### config.mk
export PLATFORM = sky130hd
export DESIGN_NAME = encoder_period_tachometer_core
export DESIGN_NICKNAME = d
export VERILOG_FILES = /design/src/rtl/core/ept_pkg.sv /design/src/rtl/core/ept_div.sv /design/src/rtl/core/encoder_period_tachometer_core.sv
export SDC_FILE = /design/constraint.sdc
export NUM_CORES = 1
export LEC_CHECK = 0
export ABC_AREA = 1
export BUFFER_PORTS_ARGS = -buffer_cell sky130_fd_sc_hd__buf_2
export CORE_UTILIZATION = 25
export DETAILED_ROUTE_END_ITERATION = 7
export GPL_TIMING_DRIVEN = 0
export PLACE_DENSITY_LB_ADDON = 0.12
export SLEW_MARGIN = 15
export SYNTH_ARGS = -nofsm -noshare
export SYNTH_HDL_FRONTEND = slang
export SYNTH_SLANG_ARGS = --single-unit
### constraint.sdc
create_clock -name clk -period 10.1 [get_ports clk]
set_input_delay 1.515 -clock clk [delete_from_list [all_inputs] [get_ports clk]]
set_output_delay 1.515 -clock clk [all_outputs]
set_load 0.05 [all_outputs]
### src/rtl/core/ept_pkg.sv
// Shared types and constants for the encoder period tachometer.
// No dependencies; imported by ept_div and encoder_period_tachometer_core.
`default_nettype none

package ept_pkg;

	// timestamp width default and numerator of the rpm division
	localparam int unsigned TIME_WIDTH_DEF = 32;
	localparam int unsigned NUM_W          = 26;
	localparam logic [NUM_W-1:0] RPM_NUMERATOR = NUM_W'(60000000);
	localparam int unsigned SPEED_W        = 16;
	localparam logic [SPEED_W-1:0] SPEED_MAX = '1;

	// configuration registers
	localparam int unsigned CFG_IDX_W  = 2;
	localparam int unsigned CFG_DATA_W = 32;
	localparam logic [CFG_IDX_W-1:0] REG_SLOTS_PER_REV    = CFG_IDX_W'(0);
	localparam logic [CFG_IDX_W-1:0] REG_STALL_TIMEOUT_US = CFG_IDX_W'(1);
	localparam logic [7:0]  SLOTS_RESET   = 8'd16;
	localparam logic [31:0] TIMEOUT_RESET = 32'd500000;

	// request kinds
	localparam logic REQ_PULSE = 1'b0;
	localparam logic REQ_CHECK = 1'b1;

	typedef struct packed {
		logic        req_type;
		logic [31:0] now_us;
	} req_t;

	typedef struct packed {
		logic [15:0] speed_rpm;
		logic        rev_done;
		logic        stalled;
	} rsp_t;

	// divider result handed back to the sequencer
	typedef struct packed {
		logic               done;
		logic [SPEED_W-1:0] rpm;
	} div_res_t;

endpackage

`default_nettype wire

### src/rtl/core/ept_div.sv
// Restoring divider: fixed rpm numerator over a time interval, one bit per cycle.
// Depends on ept_pkg.
`default_nettype none

module ept_div #(
	parameter int unsigned TIME_WIDTH = ept_pkg::TIME_WIDTH_DEF
) (
	input  wire logic                  clk,
	input  wire logic                  arst_n,
	input  wire logic                  start,
	input  wire logic [TIME_WIDTH-1:0] divisor,
	output ept_pkg::div_res_t          res
);
	import ept_pkg::*;

	localparam int unsigned CNT_W = $clog2(NUM_W);

	logic                  busy_q;
	logic                  done_q;
	logic [CNT_W-1:0]      cnt_q;
	logic [TIME_WIDTH-1:0] rem_q;
	logic [TIME_WIDTH-1:0] div_q;
	logic [NUM_W-1:0]      num_q;
	logic [NUM_W-1:0]      quo_q;

	logic [TIME_WIDTH:0]   trial;
	logic [TIME_WIDTH+1:0] diff;
	logic                  fits;

	// the one shared subtractor: partial remainder minus divisor
	assign trial = {rem_q, num_q[NUM_W-1]};
	assign diff  = {1'b0, trial} - {2'b00, div_q};
	assign fits  = ~diff[TIME_WIDTH+1];

	always_ff @(posedge clk or negedge arst_n) begin
		if (!arst_n) begin
			busy_q <= 1'b0;
			done_q <= 1'b0;
			cnt_q  <= '0;
		end else begin
			done_q <= 1'b0;
			if (start) begin
				busy_q <= 1'b1;
				cnt_q  <= '0;
			end else if (busy_q) begin
				if (cnt_q == CNT_W'(NUM_W - 1)) begin
					busy_q <= 1'b0;
					done_q <= 1'b1;
				end
				cnt_q <= cnt_q + 1'b1;
			end
		end
	end

	always_ff @(posedge clk) begin
		if (start) begin
			rem_q <= '0;
			div_q <= divisor;
			num_q <= RPM_NUMERATOR;
			quo_q <= '0;
		end else if (busy_q) begin
			rem_q <= fits ? diff[TIME_WIDTH-1:0] : trial[TIME_WIDTH-1:0];
			num_q <= {num_q[NUM_W-2:0], 1'b0};
			quo_q <= {quo_q[NUM_W-2:0], fits};
		end
	end

	// a zero divisor yields an all-ones quotient, which saturates like a fast shaft
	assign res.done = done_q;
	assign res.rpm  = (|quo_q[NUM_W-1:SPEED_W]) ? SPEED_MAX : quo_q[SPEED_W-1:0];

endmodule

`default_nettype wire

### src/rtl/core/encoder_period_tachometer_core.sv
// Top level of the encoder period tachometer: sequencer, state and output register.
// Depends on ept_pkg and ept_div.
`default_nettype none

// Channel | Signals                   | Direction | Transaction
// req     | req_valid, req_ready, req | in        | pulse or stall check + timestamp
// rsp     | rsp_valid, rsp_ready, rsp | out       | speed, rev_done, stalled
// cfg     | cfg_we, cfg_idx, cfg_wdata| in        | register write, no wait
//
// One request transaction at a time. A pulse that completes a revolution is
// accepted, runs the shared subtractor in ept_div once for each of the 26
// quotient bits, has its quotient taken into the speed register, then moves
// into the output register. Every other request goes straight to the write state.
// Reset (arst_n, async) clears count, stamps and speed; registers go to 16 / 500000.
// A stalled rsp channel holds the next finished result in the write state.

module encoder_period_tachometer_core #(
	parameter int unsigned TIME_WIDTH = ept_pkg::TIME_WIDTH_DEF
) (
	input  wire logic                               clk,
	input  wire logic                               arst_n,
	input  wire logic                               req_valid,
	output logic                                    req_ready,
	input  wire ept_pkg::req_t                      req,
	output logic                                    rsp_valid,
	input  wire logic                               rsp_ready,
	output ept_pkg::rsp_t                           rsp,
	input  wire logic                               cfg_we,
	input  wire logic [ept_pkg::CFG_IDX_W-1:0]      cfg_idx,
	input  wire logic [ept_pkg::CFG_DATA_W-1:0]     cfg_wdata
);
	import ept_pkg::*;

	// compare width covers both the timestamp and the 32-bit timeout
	localparam int unsigned EXT_W = (TIME_WIDTH > 32) ? TIME_WIDTH : 32;

	typedef enum logic [2:0] {
		ST_IDLE  = 3'b001,
		ST_DIV   = 3'b010,
		ST_WRITE = 3'b100
	} state_t;

	state_t state_q;

	logic [7:0]            slots_q;
	logic [31:0]           timeout_q;
	logic [7:0]            count_q;
	logic [TIME_WIDTH-1:0] rev_start_q;
	logic [TIME_WIDTH-1:0] last_pulse_q;
	logic [SPEED_W-1:0]    speed_q;
	logic                  rev_done_q;
	logic                  stalled_q;
	logic                  rsp_valid_q;
	rsp_t                  rsp_q;

	logic                  accept;
	logic [EXT_W-1:0]      now_ext;
	logic [TIME_WIDTH-1:0] now_t;
	logic [TIME_WIDTH-1:0] interval;
	logic [TIME_WIDTH-1:0] idle_time;
	logic [7:0]            count_inc;
	logic                  rev_hit;
	logic                  timed_out;
	logic                  div_start;
	div_res_t              div_res;
	logic                  rsp_free;

	assign req_ready = (state_q == ST_IDLE);
	assign accept    = req_valid & req_ready;

	// timestamps wrap modulo 2^TIME_WIDTH
	assign now_ext   = EXT_W'(req.now_us);
	assign now_t     = now_ext[TIME_WIDTH-1:0];
	assign interval  = now_t - rev_start_q;
	assign idle_time = now_t - last_pulse_q;

	// slots of zero matches after 256 pulses through the 8-bit wrap
	assign count_inc = count_q + 8'd1;
	assign rev_hit   = (count_inc == slots_q);
	assign timed_out = EXT_W'(idle_time) > EXT_W'(timeout_q);

	assign div_start = accept && (req.req_type == REQ_PULSE) && rev_hit;

	ept_div #(
		.TIME_WIDTH(TIME_WIDTH)
	) u_div (
		.clk    (clk),
		.arst_n (arst_n),
		.start  (div_start),
		.divisor(interval),
		.res    (div_res)
	);

	// configuration writes; unknown indexes are dropped
	always_ff @(posedge clk or negedge arst_n) begin
		if (!arst_n) begin
			slots_q   <= SLOTS_RESET;
			timeout_q <= TIMEOUT_RESET;
		end else if (cfg_we) begin
			case (cfg_idx)
				REG_SLOTS_PER_REV:    slots_q   <= cfg_wdata[7:0];
				REG_STALL_TIMEOUT_US: timeout_q <= cfg_wdata[31:0];
				default:              ;
			endcase
		end
	end

	// output register is free when empty or being drained this cycle
	assign rsp_free = ~rsp_valid_q | rsp_ready;

	always_ff @(posedge clk or negedge arst_n) begin
		if (!arst_n) begin
			state_q      <= ST_IDLE;
			count_q      <= '0;
			rev_start_q  <= '0;
			last_pulse_q <= '0;
			speed_q      <= '0;
			rev_done_q   <= 1'b0;
			stalled_q    <= 1'b0;
			rsp_valid_q  <= 1'b0;
		end else begin
			// refill wins over drain when both happen at one edge
			if ((state_q == ST_WRITE) && rsp_free) begin
				rsp_valid_q <= 1'b1;
			end else if (rsp_valid_q && rsp_ready) begin
				rsp_valid_q <= 1'b0;
			end
			case (state_q)
				ST_IDLE: begin
					if (accept) begin
						rev_done_q <= (req.req_type == REQ_PULSE) && rev_hit;
						stalled_q  <= (req.req_type == REQ_CHECK) && timed_out;
						if (req.req_type == REQ_PULSE) begin
							last_pulse_q <= now_t;
							if (rev_hit) begin
								// interval goes to the divider, new revolution starts now
								count_q     <= '0;
								rev_start_q <= now_t;
								state_q     <= ST_DIV;
							end else begin
								count_q <= count_inc;
								state_q <= ST_WRITE;
							end
						end else begin
							// stall check: strict timeout, last pulse stamp untouched
							if (timed_out) begin
								speed_q     <= '0;
								count_q     <= '0;
								rev_start_q <= now_t;
							end
							state_q <= ST_WRITE;
						end
					end
				end
				ST_DIV: begin
					if (div_res.done) begin
						speed_q <= div_res.rpm;
						state_q <= ST_WRITE;
					end
				end
				ST_WRITE: begin
					if (rsp_free) begin
						state_q <= ST_IDLE;
					end
				end
				default: begin
					state_q <= ST_IDLE;
				end
			endcase
		end
	end

	always_ff @(posedge clk) begin
		if ((state_q == ST_WRITE) && rsp_free) begin
			rsp_q.speed_rpm <= speed_q;
			rsp_q.rev_done  <= rev_done_q;
			rsp_q.stalled   <= stalled_q;
		end
	end

	assign rsp_valid = rsp_valid_q;
	assign rsp       = rsp_q;

endmodule

`default_nettype wire

**Word level (Yosys, flattened, before mapping)**

Cells that the tools add are included.

- Register bits: 267
- Input bits: 72
- Output and inout port bits: 20
- Logic and storage cells: 92

- Add/sub/neg operators: 5
- $lt $le $gt $ge: 1
- Eq/ne operators: 12
- Muxes and demuxes: 29
- Bitwise gates (word level): 5
- Reductions and logical operators: 20

Operators by type and width:

| cell | number |
|---|---|
| 2-to-1 mux 32 bit | 4 |
| 2-to-1 mux 16 bit | 5 |
| subtractor 32 bit | 2 |
| subtractor 33 x 32 -> 34 bit | 1 |
| greater-than comparator 32 bit | 1 |
| case mux 16 bit (2 select lines) | 1 |
| 2-to-1 mux 8 bit | 3 |
| 2-to-1 mux 3 bit | 5 |
| 2-to-1 mux 5 bit | 2 |
| inequality test 2 x 1 -> 1 bit (second input constant) | 5 |
| OR reduction 10 bit | 1 |
| case mux 3 bit (3 select lines) | 1 |
| AND reduction 3 bit | 3 |
| adder 8 x 1 -> 8 bit (second input constant) | 1 |
| equality test 8 bit | 1 |
| 2-to-1 mux 1 bit | 8 |
| nonzero test 2 bit | 4 |
| logical AND 1 bit | 6 |
| AND reduction 2 bit | 3 |
| adder 5 x 1 -> 5 bit (second input constant) | 1 |
| equality test 5 bit (second input constant) | 1 |
| AND reduction 5 bit | 1 |
| AND reduction 4 bit | 1 |
| equality test 3 x 1 -> 1 bit (second input constant) | 1 |
| other kinds (8) | 10 |

**Logic depth before layout (Yosys ltp)**

Gate-level depths: netlist (run 1).

- Word-level depth: 6
- Mapped depth: 28
- Gate-level depth less buffers: 27

**Hierarchy**

A second synthesis (run 1) with hierarchy kept.

- Cell total of the unflattened synthesis: 2445
- Area total of the unflattened synthesis: 17563.1 um^2

By module, submodules not included:

| module | times used | cells an instance | area each (um^2) | seq. area each (um^2) |
|---|---|---|---|---|
| encoder_period_tachometer_core | 1 | 1478 | 10732.8 | 3905.0 |
| ept_div | 1 | 967 | 6830.3 | 2657.5 |

**Worst setup path after synthesis (run 1)**

Ideal clock, no wire load.

- Path kind: input-to-reg
- From: input req[0] in the netlist's numbering
- To: register speed_q[10]
- Setup time: 66 ps
- Data arrival time: 4495 ps
- Data required time: 10034 ps
- Slack: 5539 ps
- Stages on the path: 24
- Buffers on the path: 1
- Path through: inv_1 -> ha_1 -> inv_1 -> fa_1 -> nand3_1 -> nand2_1 -> a21oi_1 -> inv_1 -> nand2_1 -> nand2_1 -> nand3_1 -> nand4_1 -> xor2_1 -> ha_1 -> nand2_1 -> nor2_1 -> nor3b_1 -> nand3_1 -> nand3_1 -> nand2_2 -> nand2_2 -> buf_2 -> nand2_1 -> nand2_1

- Cells in the longest elaborated chain, start to end: 4

RTL lines:

| what | line | source |
|---|---|---|
| start: declaration | encoder_period_tachometer_core.sv:24 | `input wire ept_pkg::req_t req,` |
| subtractor 32 bit | encoder_period_tachometer_core.sv:75 | `assign idle_time = now_t - last_pulse_q;` |
| greater-than comparator 32 bit | encoder_period_tachometer_core.sv:80 | `assign timed_out = EXT_W'(idle_time) > EXT_W'(timeout_q);` |
| inequality test 2 x 1 -> 1 bit (no line) | -- |  |
| AND reduction 5 bit (no line) | -- |  |
| end signal: assignment | encoder_period_tachometer_core.sv:157 | `speed_q <= div_res.rpm;` |
| end: declaration | encoder_period_tachometer_core.sv:50 | `logic [SPEED_W-1:0] speed_q;` |

No other way between the ends.
A chain may end at the register's enable or synchronous reset.

**Worst setup path after layout (run 1)**

- From: input req[12] in the netlist's numbering
- To: register rev_start_q[25]

- Cells in the longest elaborated chain, start to end: 4

RTL lines:

| what | line | source |
|---|---|---|
| subtractor 32 bit | encoder_period_tachometer_core.sv:75 |  |
| greater-than comparator 32 bit | encoder_period_tachometer_core.sv:80 |  |
| inequality test 2 x 1 -> 1 bit (no line) | -- |  |
| AND reduction 4 bit (no line) | -- |  |
| end signal: assignment | encoder_period_tachometer_core.sv:138 | `rev_start_q <= now_t;` |
| end signal: assignment | encoder_period_tachometer_core.sv:149 | `rev_start_q <= now_t;` |
| end: declaration | encoder_period_tachometer_core.sv:48 | `logic [TIME_WIDTH-1:0] rev_start_q;` |

No other way between the ends.

==> results of run 1 <==
-- cells by family (layout without fill, tap and decap cells) --
family	count (synthesis)	after routing	synth area share, %
buf+inv	515	674	11.3
simple gates	1241	1241	29.4
compound gates	327	327	9.83
flops	267	267	36.8
fa+ha+maj	132	132	9.39
xor+xnor	67	67	3.29
-- power groups by stage --
stage          logic, mW  registers, mW  clock network, mW
3_5_place_dp        3.57           1.67                  0
3_3_place_gp        3.54           1.67                  0
6_report            3.54           1.65               1.30
4_1_cts             3.59           1.65               1.36
2_1_floorplan       2.53           1.67                  0
5_1_grt             4.07           1.69               1.40
-- registers in the layout, summed over array words and instances, names as in the netlist, 3 cells and up --
name	cells
count_q	8
last_pulse_q	32
rev_start_q	32
rsp	18
slots_q	8
speed_q	16
state_q	3
timeout_q	32
u_div.cnt_q	5
u_div.div_q	32
u_div.num_q	18
u_div.quo_q	26
u_div.rem_q	32
-- critical path, cell delays in order --
cell and delay, ns:
buf_2 0.16, ha_1 0.39, nand2_1 0.12, nor2_1 0.28, nand2_1 0.08, o21ai_0 0.63
a21oi_1 0.20, xnor2_1 0.24, ha_1 0.33, nand2_1 0.05, nor2_1 0.12, nand4_1 0.11
nor3b_1 0.48, nand3_1 0.28, nand3_1 0.16, nand2_1 0.24, nand2_2 0.26, buf_2 0.26
nand2_1 0.07, nand2_1 0.07
-- cells in the mapped netlist, drive strengths merged, types with 6 or more instances --
| cell | number | share of area (%) |
|---|---|---|
| a21boi | 6 | 0.25 |
| a21o | 14 | 0.59 |
| a21oi | 139 | 3.9 |
| a31oi | 7 | 0.25 |
| buf | 34 | 1.1 |
| clkbuf | 28 | 0.59 |
| dfrtp | 132 | 19 |
| dfstp | 9 | 1.3 |
| dfxtp | 76 | 8.5 |
| edfxtp | 50 | 8.4 |
| ha | 129 | 9.1 |
| inv | 452 | 9.5 |
| nand2 | 774 | 16 |
| nand3 | 173 | 5.0 |
| nand3b | 22 | 0.93 |
| nand4 | 37 | 1.4 |
| nor2 | 189 | 4.1 |
| nor3 | 19 | 0.62 |
| o21ai | 141 | 4.0 |
| o21bai | 10 | 0.42 |
| or2 | 16 | 0.56 |
| xnor2 | 27 | 1.3 |
| xor2 | 40 | 2.0 |
-- worst min path at each step --
stage | from | endpoint | slack, ns | depth (start not counted)
finish | speed_q[12] | rsp[14] | 0.45 | 0
global placement | speed_q[8] | rsp[10] | 0.44 | 0
CTS | speed_q[8] | rsp[10] | 0.45 | 0
floorplan | stalled_q | rsp[0] | 0.43 | 0
detailed placement | speed_q[8] | rsp[10] | 0.43 | 0
global route | speed_q[12] | rsp[14] | 0.46 | 0
-- cell type report --
type	count	area, um^2	area share, %
Clock inverter	18	223	1.08
Inverter	453	1700	8.21
Multi-Input combinational cell	1767	9250	44.7
Buffer	62	305	1.47
Clock buffer	49	1000	4.83
Timing Repair Buffer	92	493	2.38
Tap cell	940	1180	5.68
Sequential cell	267	6560	31.7
-- placed cells by master (no fill, tap or decap), types with 4 or more instances in the layout --
cell | netlist | routed
nor2_2 | 4 | 5
a21o_1 | 14 | 14
buf_6 | 4 | 4
inv_1 | 448 | 448
o21a_1 | 4 | 4
xor2_1 | 40 | 40
dfstp_2 | 9 | 9
dfrtp_1 | 132 | 132
buf_2 | 28 | 118
clkinvlp_4 | 0 | 4
or2_2 | 16 | 16
edfxtp_1 | 50 | 50
a31oi_1 | 7 | 7
dfxtp_1 | 76 | 76
ha_1 | 129 | 129
nand2_1 | 767 | 767
nand2_2 | 5 | 5
nor3_1 | 17 | 17
inv_2 | 4 | 4
clkbuf_16 | 0 | 37
nand3_2 | 4 | 4
nand3_1 | 169 | 169
o21ai_0 | 141 | 141
and2_1 | 4 | 4
nor2_1 | 184 | 183
o21bai_1 | 10 | 10
clkinv_2 | 0 | 7
clkbuf_1 | 28 | 37
nand3b_1 | 22 | 22
xnor2_1 | 27 | 27
a21boi_0 | 6 | 6
a21oi_1 | 139 | 139
nand4_1 | 36 | 36
-- metrics by stage --
step,cell area (um^2),power [mW]
2_1_floorplan,17800,4.20
3_3_place_gp,19500,5.21
3_5_place_dp,19500,5.24
4_1_cts,20700,6.61
5_1_grt,20700,7.16
6_report,20700,6.49
-- per-layer routing --
| metal | vias up | track usage (%) |
|---|---|---|
| li1 | 8318 | - |
| met4 | 6 | 5.24 |
| met3 | 91 | 2.20 |
| met1 | 7322 | 19.1 |
| met5 | - | 0 |
| met2 | 216 | 27.4 |
==> out/qor.yml, run 1 <==
final_layout_size_suffix_gt1_share_pct: 8.53
grt_max_degree: 95
fill_cells: 7734
antenna_cells: 0
post_cts_buffers: 0
pwr-share-seq_pct: 25.4
tritoncts: "yes"
placed_cells: 3581
hold_viol: 0
status: "completed"
leakage_nw: 10.9
routed.top_layer: "met5"
ir_worst_vdd_mv: 0.126
criticalPathCategory: "input pin to flop"
cp.required_ns: 10.59
hold_ws_ns: 0.447
floorplan.die.width_um: 269
vias_per_cell: 4.37
post-route-util_pct: 29.5
grt_pass1_wl_mm: 87.7
drc: 0
synth_ff_type: "dfrtp_1"
preCtsSetupSlack_ns: 3.82
r2r_cells: 21
clk_latency_ns: 0.58
fin_crit_sh_pct: 55.3
grt_usage_pct: 15.5
p_int_mw: 3.44
arrival_ns: 6.08
place.port_buffers: 91
grt.overflow.total: 0
cts_sinks: 267
drt_iter0_drc: 833
ys_warn_count: 0
final_cell_count_no_fill: 3648
ys_ff_latch: 267
core-area_um2: 70300
ys_seq_area_share_pct: 36.8
met2_wirelength_mm: 26.5
dr.pass1.iters: 8
tns_ns: 0
switchingPower_mw: 3.06
setup_violations: 0
setup_ws_ns: 4.51
wl_met1_mm: 24.6
dieArea_um2: 72400
clockPowerShare_pct: 20.1
drv_cap: 0
gp_congestion: 0.863
cts-root-buf: "clkbuf_16"
clock_path_buffers: 3
power_frac_comb_pct: 54.5
p_sw_share_pct: 47.1
critPathMaxFanout: 10
fin_nets: 2884
rsz0062_at_grt: "no"
wl_per_cell_um: 14.9
dpl.hpwl_mm: 43.8
syn_area_per_cell_um2: 6.99
cts.clk_slew.worst_paths_ns: 0.05
end_kind: "flop"
syn_inst: 2549
grt_pass1_vias: 16300
skew_ns: 0.0397
startpoint: "req[12]"
vias: 16000
ant_nets: 0
synth_cell_types: 45
period_minus_slack_ns: 5.59
drt_wl_total_mm: 54.4
die-height_um: 269
antenna_found_initial: 3
cts_buffers: 37
synth-edff-count: 50
regToRegEndpoint: "rev_start_q[25]"
syn_to_final_growth_pct: 16.2
io_pins: 92
reg2reg_slack_ns: 5.25
synth_area_um2: 17800
p_per_area_nw_per_um2: 313
fmax_mhz: 179
cp-start-kind: "input pin"
reg2reg_from: "last_pulse_q[7]"
wl_met3_mm: 1.64
holdBufCountCts: 0
hold_class: "flop to flop"
async_reset_ff_share_pct: 52.8
tightest_slew_ns: 1.13
endpoint: "rev_start_q[25]"
rows: 97
cts-resized-gates: 0
slew_headroom_pct: 24.9
start_util_pct: 25.4
cts.htree.levels: 2
finalMaxSlewViolations: 0
syn_nets: 2753
(Power assumes the default switching activity.)
==> inputs of run 2 (changes only) <==
- ABC_AREA: 1 -> 0
- clock period: 10.1 -> 5.6 ns (I/O delays scaled with it)
==> run 2 against run 1 <==
Effect of this change:
- setup slack got worse by 4.3 ns
- core utilization grew 0.41 points
- final area decreased by 8.5%
- largest cell class unchanged
- largest power group unchanged
- highest routed layer is now met4
==> out/qor.yml, run 2 <==
wl_per_cell_um: 16.0  # was 14.9 um
tritoncts: "yes"  # unchanged
use_met1_pct: 17.1  # was 19.1%
power_frac_comb_pct: 49.3  # was 54.5%
core-area_um2: 63400  # was 70300 um^2
dr.pass1.iters: 4  # was 8
hold_viol: 0  # unchanged
period_minus_slack_ns: 5.35
arrival_ns: 5.75  # was 6.08 ns
drt_wl_total_mm: 43.1  # was 54.4 mm
grt_pass1_vias: 12600  # was 16300
antenna_found_initial: 0  # was 3
grt_usage_pct: 13.2  # was 15.5%
rsz0062_at_grt: "no"  # unchanged
tns_ns: 0  # unchanged
clock_path_buffers: 3  # unchanged
leakage_nw: 8.52  # was 10.9 nW
io_pins: 92  # unchanged
drv_cap: 0  # unchanged
p_total_mw: 10.7  # was 6.49 mW
cp.required_ns: 6.01  # was 10.59 ns
drc: 0  # unchanged
fmax_mhz: 187
synth-edff-count: 50  # unchanged
p_int_mw: 6.38  # was 3.44 mW
end_kind: "flop"  # unchanged
clockPowerShare_pct: 21.3  # was 20.1%
ys_seq_area_share_pct: 40.7  # was 36.8%
async_reset_ff_share_pct: 52.8  # unchanged
cp_slowest_cell: "o31ai_4"  # was o21ai_0
start_util_pct: 25.4  # about the same
placed_cells: 2619  # was 3581
cts-root-buf: "clkbuf_16"  # unchanged
grt_pass1_wl_mm: 69.8  # was 87.7 mm
grt_max_degree: 73  # was 95
dpl.hpwl_mm: 32.6  # was 43.8 mm
rows: 92  # was 97
cpPeakStageDelay_ns: 0.36  # was 0.63 ns
ys_ff_latch: 267  # unchanged
syn_nets: 1885  # was 2753
dieArea_um2: 65500  # was 72400 um^2
mostFrequentLayoutCell: "nand2_1"  # unchanged
ant_nets: 0  # unchanged
synth_top_area_share_pct: 20.5  # was 18.5%
fin_crit_sh_pct: 95.5
vias: 12300  # was 16000
path_buf_inv: 4  # was 2
mostFrequentLayoutCells: "nand2_1 (173), inv_1 (154), dfrtp_1 (132)"  # was nand2_1 (767), inv_1 (448), nor2_1 (183)
cts.clk_slew.worst_paths_ns: 0.06  # was 0.05 ns
hold_class: "input pin to asynchronous set/reset pin"  # was flop to flop
drt_iter0_drc: 575  # was 833
slew_headroom_pct: 32.8  # was 24.9%
skew_ns: 0.0295  # was 0.0397 ns
cts_buffers: 35  # was 37
clk_latency_ns: 0.55  # was 0.58 ns
p_sw_share_pct: 40.2  # was 47.1%
die-height_um: 256  # was 269 um
ys_warn_count: 0  # unchanged
vias_per_cell: 4.59  # was 4.37
critPathMaxFanout: 10  # unchanged
antenna_cells: 0  # unchanged
status: "completed"  # unchanged
gp_congestion: 0.823  # was 0.863
grt_use_met2_pct: 22.4  # was 27.4%
synth.most_common_cell: "nand2_1"  # unchanged
setup_violations: 0  # unchanged
ir_worst_vdd_mv: 0.210  # was 0.126 mV
floorplan.die.width_um: 256  # was 269 um
cts.htree.levels: 2  # unchanged
p_per_area_nw_per_um2: 563  # was 313 nW/um^2
synth_area_leaders: "dfrtp_1 (20%), ha_1 (10%), dfxtp_1 (9.4%)"  # was dfrtp_1 (19%), nand2_1 (16%), inv_1 (9.4%)
grt.overflow.total: 0  # unchanged
switchingPower_mw: 4.29  # was 3.06 mW
cts_sinks: 267  # unchanged
syn_area_per_cell_um2: 9.59  # was 6.99 um^2
grt_use_met3_pct: 1.94  # was 2.20%
place.port_buffers: 91  # unchanged
fin_nets: 2018  # was 2884
pwr-share-seq_pct: 29.4  # was 25.4%
reg2reg_slack_ns: 0.35  # was 5.25 ns
criticalPathCategory: "input pin to flop"  # unchanged
tightest_slew_ns: 1.00  # was 1.13 ns
cp-start-kind: "input pin"  # unchanged
finalMaxSlewViolations: 0  # unchanged
holdBufCountCts: 0  # unchanged
crit_family: "compound AO/OA/AOI/OAI gates"  # was simple AND/OR/NAND/NOR gates
synthTopCellsByCount: "nand2_1 (173), inv_1 (154), dfrtp_1 (132)"  # was nand2_1 (767), inv_1 (448), nor2_1 (184)
synth_ff_type: "dfrtp_1"  # unchanged
path_cells: "buf_2 -> inv_1 -> ha_1 -> inv_1 -> fa_1 -> a21oi_1 -> o22ai_1 -> o211ai_1 -> a21boi_2 -> o31a_1 -> a41oi_2 -> o31ai_4 -> a21boi_1 -> xnor2_1 -> ha_1 -> nand4_1 -> or2_1 -> o221ai_2 -> a21oi_2 -> a311oi_4 -> a21oi_2 -> buf_6 -> mux2_4"  # was buf_2 -> ha_1 -> nand2_1 -> nor2_1 -> nand2_1 -> o21ai_0 -> a21oi_1 -> xnor2_1 -> ha_1 -> nand2_1 -> nor2_1 -> nand4_1 -> nor3b_1 -> nand3_1 -> nand3_1 -> nand2_1 -> nand2_2 -> buf_2 -> nand2_1 -> nand2_1
syn_inst: 1681  # was 2549
final_layout_size_suffix_gt1_share_pct: 15.4  # was 8.53%
synth_area_um2: 16100  # was 17800 um^2
syn_to_final_growth_pct: 17.6  # was 16.2%
synth_cell_types: 82  # was 45
final_cell_count_no_fill: 2687  # was 3648
top_usage_layer: "met2"  # unchanged
yosys.area.top_type: "dfrtp_1"  # unchanged
hold_ws_ns: 0.253  # was 0.447 ns
## run 2: repair_timing
action / in CTS / in global routing
gates resized for setup: 13 / 6
setup endpoints to repair: 57 / 51
setup buffers: 3 / 1
pin swaps: 2 / 1
## run 2: worst paths after layout
path / from / cells after the start / endpoint
worst max-delay path: req[0] / 23 / rev_start_q[16]
max in group asynchronous: arst_n / 2 / state_q[0]
worst max register to register: last_pulse_q[0] / 21 / rev_start_q[16]
worst min-delay path: arst_n / 1 / timeout_q[19]
min in group clk: u_div.num_q[8] / 2 / u_div.num_q[8]
worst min register to register: u_div.num_q[8] / 2 / u_div.num_q[8]
## run 2: worst reg2reg max path, cell delays in order, from the launching register on
cell      delay [ns]
dfrtp_1         0.38
ha_1            0.21
inv_1           0.07
fa_1            0.20
a21oi_1         0.10
o22ai_1         0.27
o211ai_1        0.17
a21boi_2        0.34
o31a_1          0.33
a41oi_2         0.19
o31ai_4         0.36
a21boi_1        0.14
xnor2_1         0.15
ha_1            0.30
nand4_1         0.13
or2_1           0.32
o221ai_2        0.29
a21oi_2         0.11
a311oi_4        0.32
a21oi_2         0.17
buf_6           0.23
mux2_4          0.32
## run 2: area by class of cell
cell class              count  area, um^2
plain buffers              59         282
clock buffers              50        1000
fillers                  6643       44500
flip-flops and latches    267        6560
clock inverters            14         163
inverters                 155         582
well taps                 846        1060
multi-input cells        1200        8770
repair buffers             96         536
## run 2: kinds of logic (layout without fill, tap and decap cells)
kind of cell    after synthesis  after routing  share of synthesized area (%)
compound gates              411            411                           16.7
xor+xnor                     95             95                           5.16
fa+ha+maj                   132            132                           10.4
buf+inv                     214            374                           5.35
flops                       267            267                           40.7
mux                         120            120                           8.70
simple gates                442            442                           13.0
## run 2: metrics by stage
step | setup slack [ns] | area [um^2] | utilization [%]
final | 0.253 | 19000 | 29.9
after global routing | 0.00970 | 19000 | 29.9
after CTS | 0.0563 | 18900 | 29.8
after detailed placement | -2.40 | 17700 | 27.9
after global placement | -2.39 | 17600 | 27.8
after floorplan | 0.0854 | 16100 | -
## run 2: layer usage
| metal | routed length, um | part of all wire [%] |
|---|---|---|
| met1 | 20200 | 47 |
| met5 | 0 | 0 |
| met2 | 20500 | 48 |
| met4 | 1200 | 2.8 |
| met3 | 1180 | 2.7 |
## run 2: power by group through the flow
stage	Combinational (mW)	Sequential [mW]	Clock [mW]
2_1_floorplan	4.00	3.07	0
3_3_place_gp	5.18	3.16	0
3_5_place_dp	5.20	3.17	0
4_1_cts	5.30	3.14	2.36
5_1_grt	5.93	3.22	2.44
6_report	5.26	3.13	2.27
==> inputs of run 3 (changes only) <==
- clock period: 5.6 -> 4.95 ns (I/O delays scaled with it)
==> run 3 against run 2 <==
Effect of this change:
- power up 17%
- count of clock-buffer cells in the layout down 3
- global-route usage about the same
- combinational power up 20%
- register-to-register slack worse by 0.30 ns
- core utilization up 1.0 points
- sequential power up 13%
- final area up 3.4%
- critical endpoint is now rev_start_q[26]
- largest power group unchanged
- highest routed layer unchanged
==> out/qor.yml, run 3 (synthesized netlist as in run 2, its figures left out) <==
pwr-share-seq_pct: 28.5  # was 29.4%
dr.pass1.iters: 5  # was 4
vias_per_cell: 4.62  # was 4.59
grt_usage_pct: 13.2  # about the same
clk_latency_ns: 0.55  # about the same
ant_nets: 0  # unchanged
fin_nets: 2046  # was 2018
finalMaxSlewViolations: 0  # unchanged
drv_cap: 0  # unchanged
setup_violations: 0  # unchanged
start_util_pct: 25.4  # unchanged
antenna_cells: 0  # unchanged
mostFrequentLayoutCells: "nand2_1 (173), inv_1 (151), dfrtp_1 (132)"  # was nand2_1 (173), inv_1 (154), dfrtp_1 (132)
io_pins: 92  # unchanged
final_layout_size_suffix_gt1_share_pct: 19.1  # was 15.4%
switchingPower_mw: 5.00  # was 4.29 mW
criticalPathCategory: "flop to flop"  # was input pin to flop
clockPowerShare_pct: 20.9  # was 21.3%
arrival_ns: 5.32  # was 5.75 ns
ir_worst_vdd_mv: 0.353  # was 0.210 mV
slew_headroom_pct: 34.8  # was 32.8%
dieArea_um2: 65500  # unchanged
hold_class: "input pin to asynchronous set/reset pin"  # unchanged
cp-start-kind: "flop"  # was input pin
drt_iter0_drc: 517  # was 575
drc: 0  # unchanged
cts-root-buf: "clkbuf_16"  # unchanged
skew_ns: 0.0234  # was 0.0295 ns
holdBufCountCts: 0  # unchanged
fmax_mhz: 204
core-area_um2: 63400  # unchanged
r2r_cells: 23  # was 21
fin_crit_sh_pct: 98.9
fill_cells: 6606  # was 6643
dpl.hpwl_mm: 32.4  # was 32.6 mm
end_kind: "flop"  # unchanged
post-route-util_pct: 30.9  # was 29.9%
syn_to_final_growth_pct: 21.7  # was 17.6%
mostFrequentLayoutCell: "nand2_1"  # unchanged
cts.htree.levels: 2  # unchanged
leakage_nw: 8.77  # was 8.52 nW
cts_sinks: 267  # unchanged
clock_path_buffers: 3  # unchanged
place.port_buffers: 91  # unchanged
grt.overflow.total: 0  # unchanged
reg2reg_slack_ns: 0.05  # was 0.35 ns
floorplan.die.width_um: 256  # unchanged
status: "completed"  # unchanged
wl_per_cell_um: 16.0  # about the same
hold_viol: 0  # unchanged
p_total_mw: 12.5  # was 10.7 mW
gp_congestion: 0.819  # was 0.823
period_minus_slack_ns: 4.90
cts.clk_slew.worst_paths_ns: 0.06  # about the same
drt_wl_total_mm: 43.5  # was 43.1 mm
tightest_slew_ns: 0.974  # was 1.00 ns
rows: 92  # unchanged
cp.required_ns: 5.38  # was 6.01 ns
vias: 12500  # was 12300
cts_buffers: 35  # unchanged
p_int_mw: 7.48  # was 6.38 mW
p_sw_share_pct: 40.1  # was 40.2%
grt_pass1_wl_mm: 69.8  # about the same
grt_pass1_vias: 12600  # about the same
grt_max_degree: 73  # unchanged
rsz0062_at_grt: "yes"  # was no
critPathMaxFanout: 7  # was 10
tritoncts: "yes"  # unchanged
die-height_um: 256  # unchanged
antenna_found_initial: 0  # unchanged
p_per_area_nw_per_um2: 636  # was 563 nW/um^2
power_frac_comb_pct: 50.7  # was 49.3%
[run 3: cell types whose count changed in the layout (fill, tap and decap cells not counted), sizes merged]
cell and change:
buf +26, inv +2, clkbuf -1
[run 3: routing by layer]
| metal | track usage [%] | up-vias | wire [um] |
|---|---|---|---|
| met5 | 0 | - | 0 |
| met4 | 4.51 | 0 | 1190 |
| met3 | 2.03 | 64 | 1270 |
| met2 | 22.3 | 164 | 20800 |
| met1 | 17.2 | 6009 | 20200 |
| li1 | - | 6292 | - |
[run 3: layout make-up]
| cell class | count | area (um^2) | share of cell area [%] |
|---|---|---|---|
| repair buffers | 124 | 828 | 4.22 |
| multi-input cells | 1200 | 9090 | 46.3 |
| flip-flops and latches | 267 | 6560 | 33.5 |
| plain buffers | 59 | 310 | 1.58 |
| clock buffers | 47 | 1010 | 5.16 |
| clock inverters | 16 | 170 | 0.868 |
| inverters | 155 | 582 | 2.97 |
| well taps | 846 | 1060 | 5.40 |
[run 3: worst max-delay path: stages (launching register included)]
cell	delay [ns]
dfrtp_1	0.35
inv_1	0.11
ha_4	0.24
a21oi_2	0.18
and2_4	0.17
a2111o_1	0.23
buf_6	0.14
a21boi_4	0.06
o21a_1	0.21
o21ai_4	0.21
nor3_2	0.05
or3_4	0.38
xor2_2	0.16
ha_1	0.32
buf_4	0.12
nand4_1	0.16
o21a_1	0.26
o221ai_4	0.26
a21oi_4	0.08
a311oi_4	0.31
a21oi_4	0.11
buf_12	0.20
clkbuf_16	0.17
mux2_4	0.29
[run 3: repair_timing]
item / CTS / global route
endpoints found under the setup margin: 57 / 57
buffers inserted: 18 / 11
pin swaps: 16 / 34
gates cloned: 1 / 2
resized for setup: 48 / 39
[run 3: worst paths after layout]
kind	from	endpoint
setup / recovery	last_pulse_q[4]	rev_start_q[26]
hold / removal	arst_n	timeout_q[19]
setup reg to reg	last_pulse_q[4]	rev_start_q[26]
hold reg to reg	u_div.num_q[8]	u_div.num_q[8]
max in group asynchronous	arst_n	state_q[0]
min in group clk	cfg_wdata[16]	timeout_q[16]
[run 3: metrics by stage]
stage	setup WS [ns]	cells	cell area (um^2)	hold slack, ns	setup TNS (ns)
floorplan	0.0366	1681	16200	0.425	0
global placement	-1.78	2618	17700	0.444	-91.09
detailed placement	-1.83	2619	17700	0.456	-93.50
CTS	-0.00763	2701	19300	0.150	-0.00932
global route	-0.170	2714	19600	0.174	-4.84
finish	0.0537	2714	19600	0.156	0
[run 3: power groups by stage]
stage	logic (mW)	clock network, mW	registers (mW)
after detailed placement	5.93	0	3.59
after CTS	6.21	2.73	3.55
after global placement	5.88	0	3.58
final	6.32	2.61	3.55
after global routing	7.09	2.80	3.65
after floorplan	4.56	0	3.47
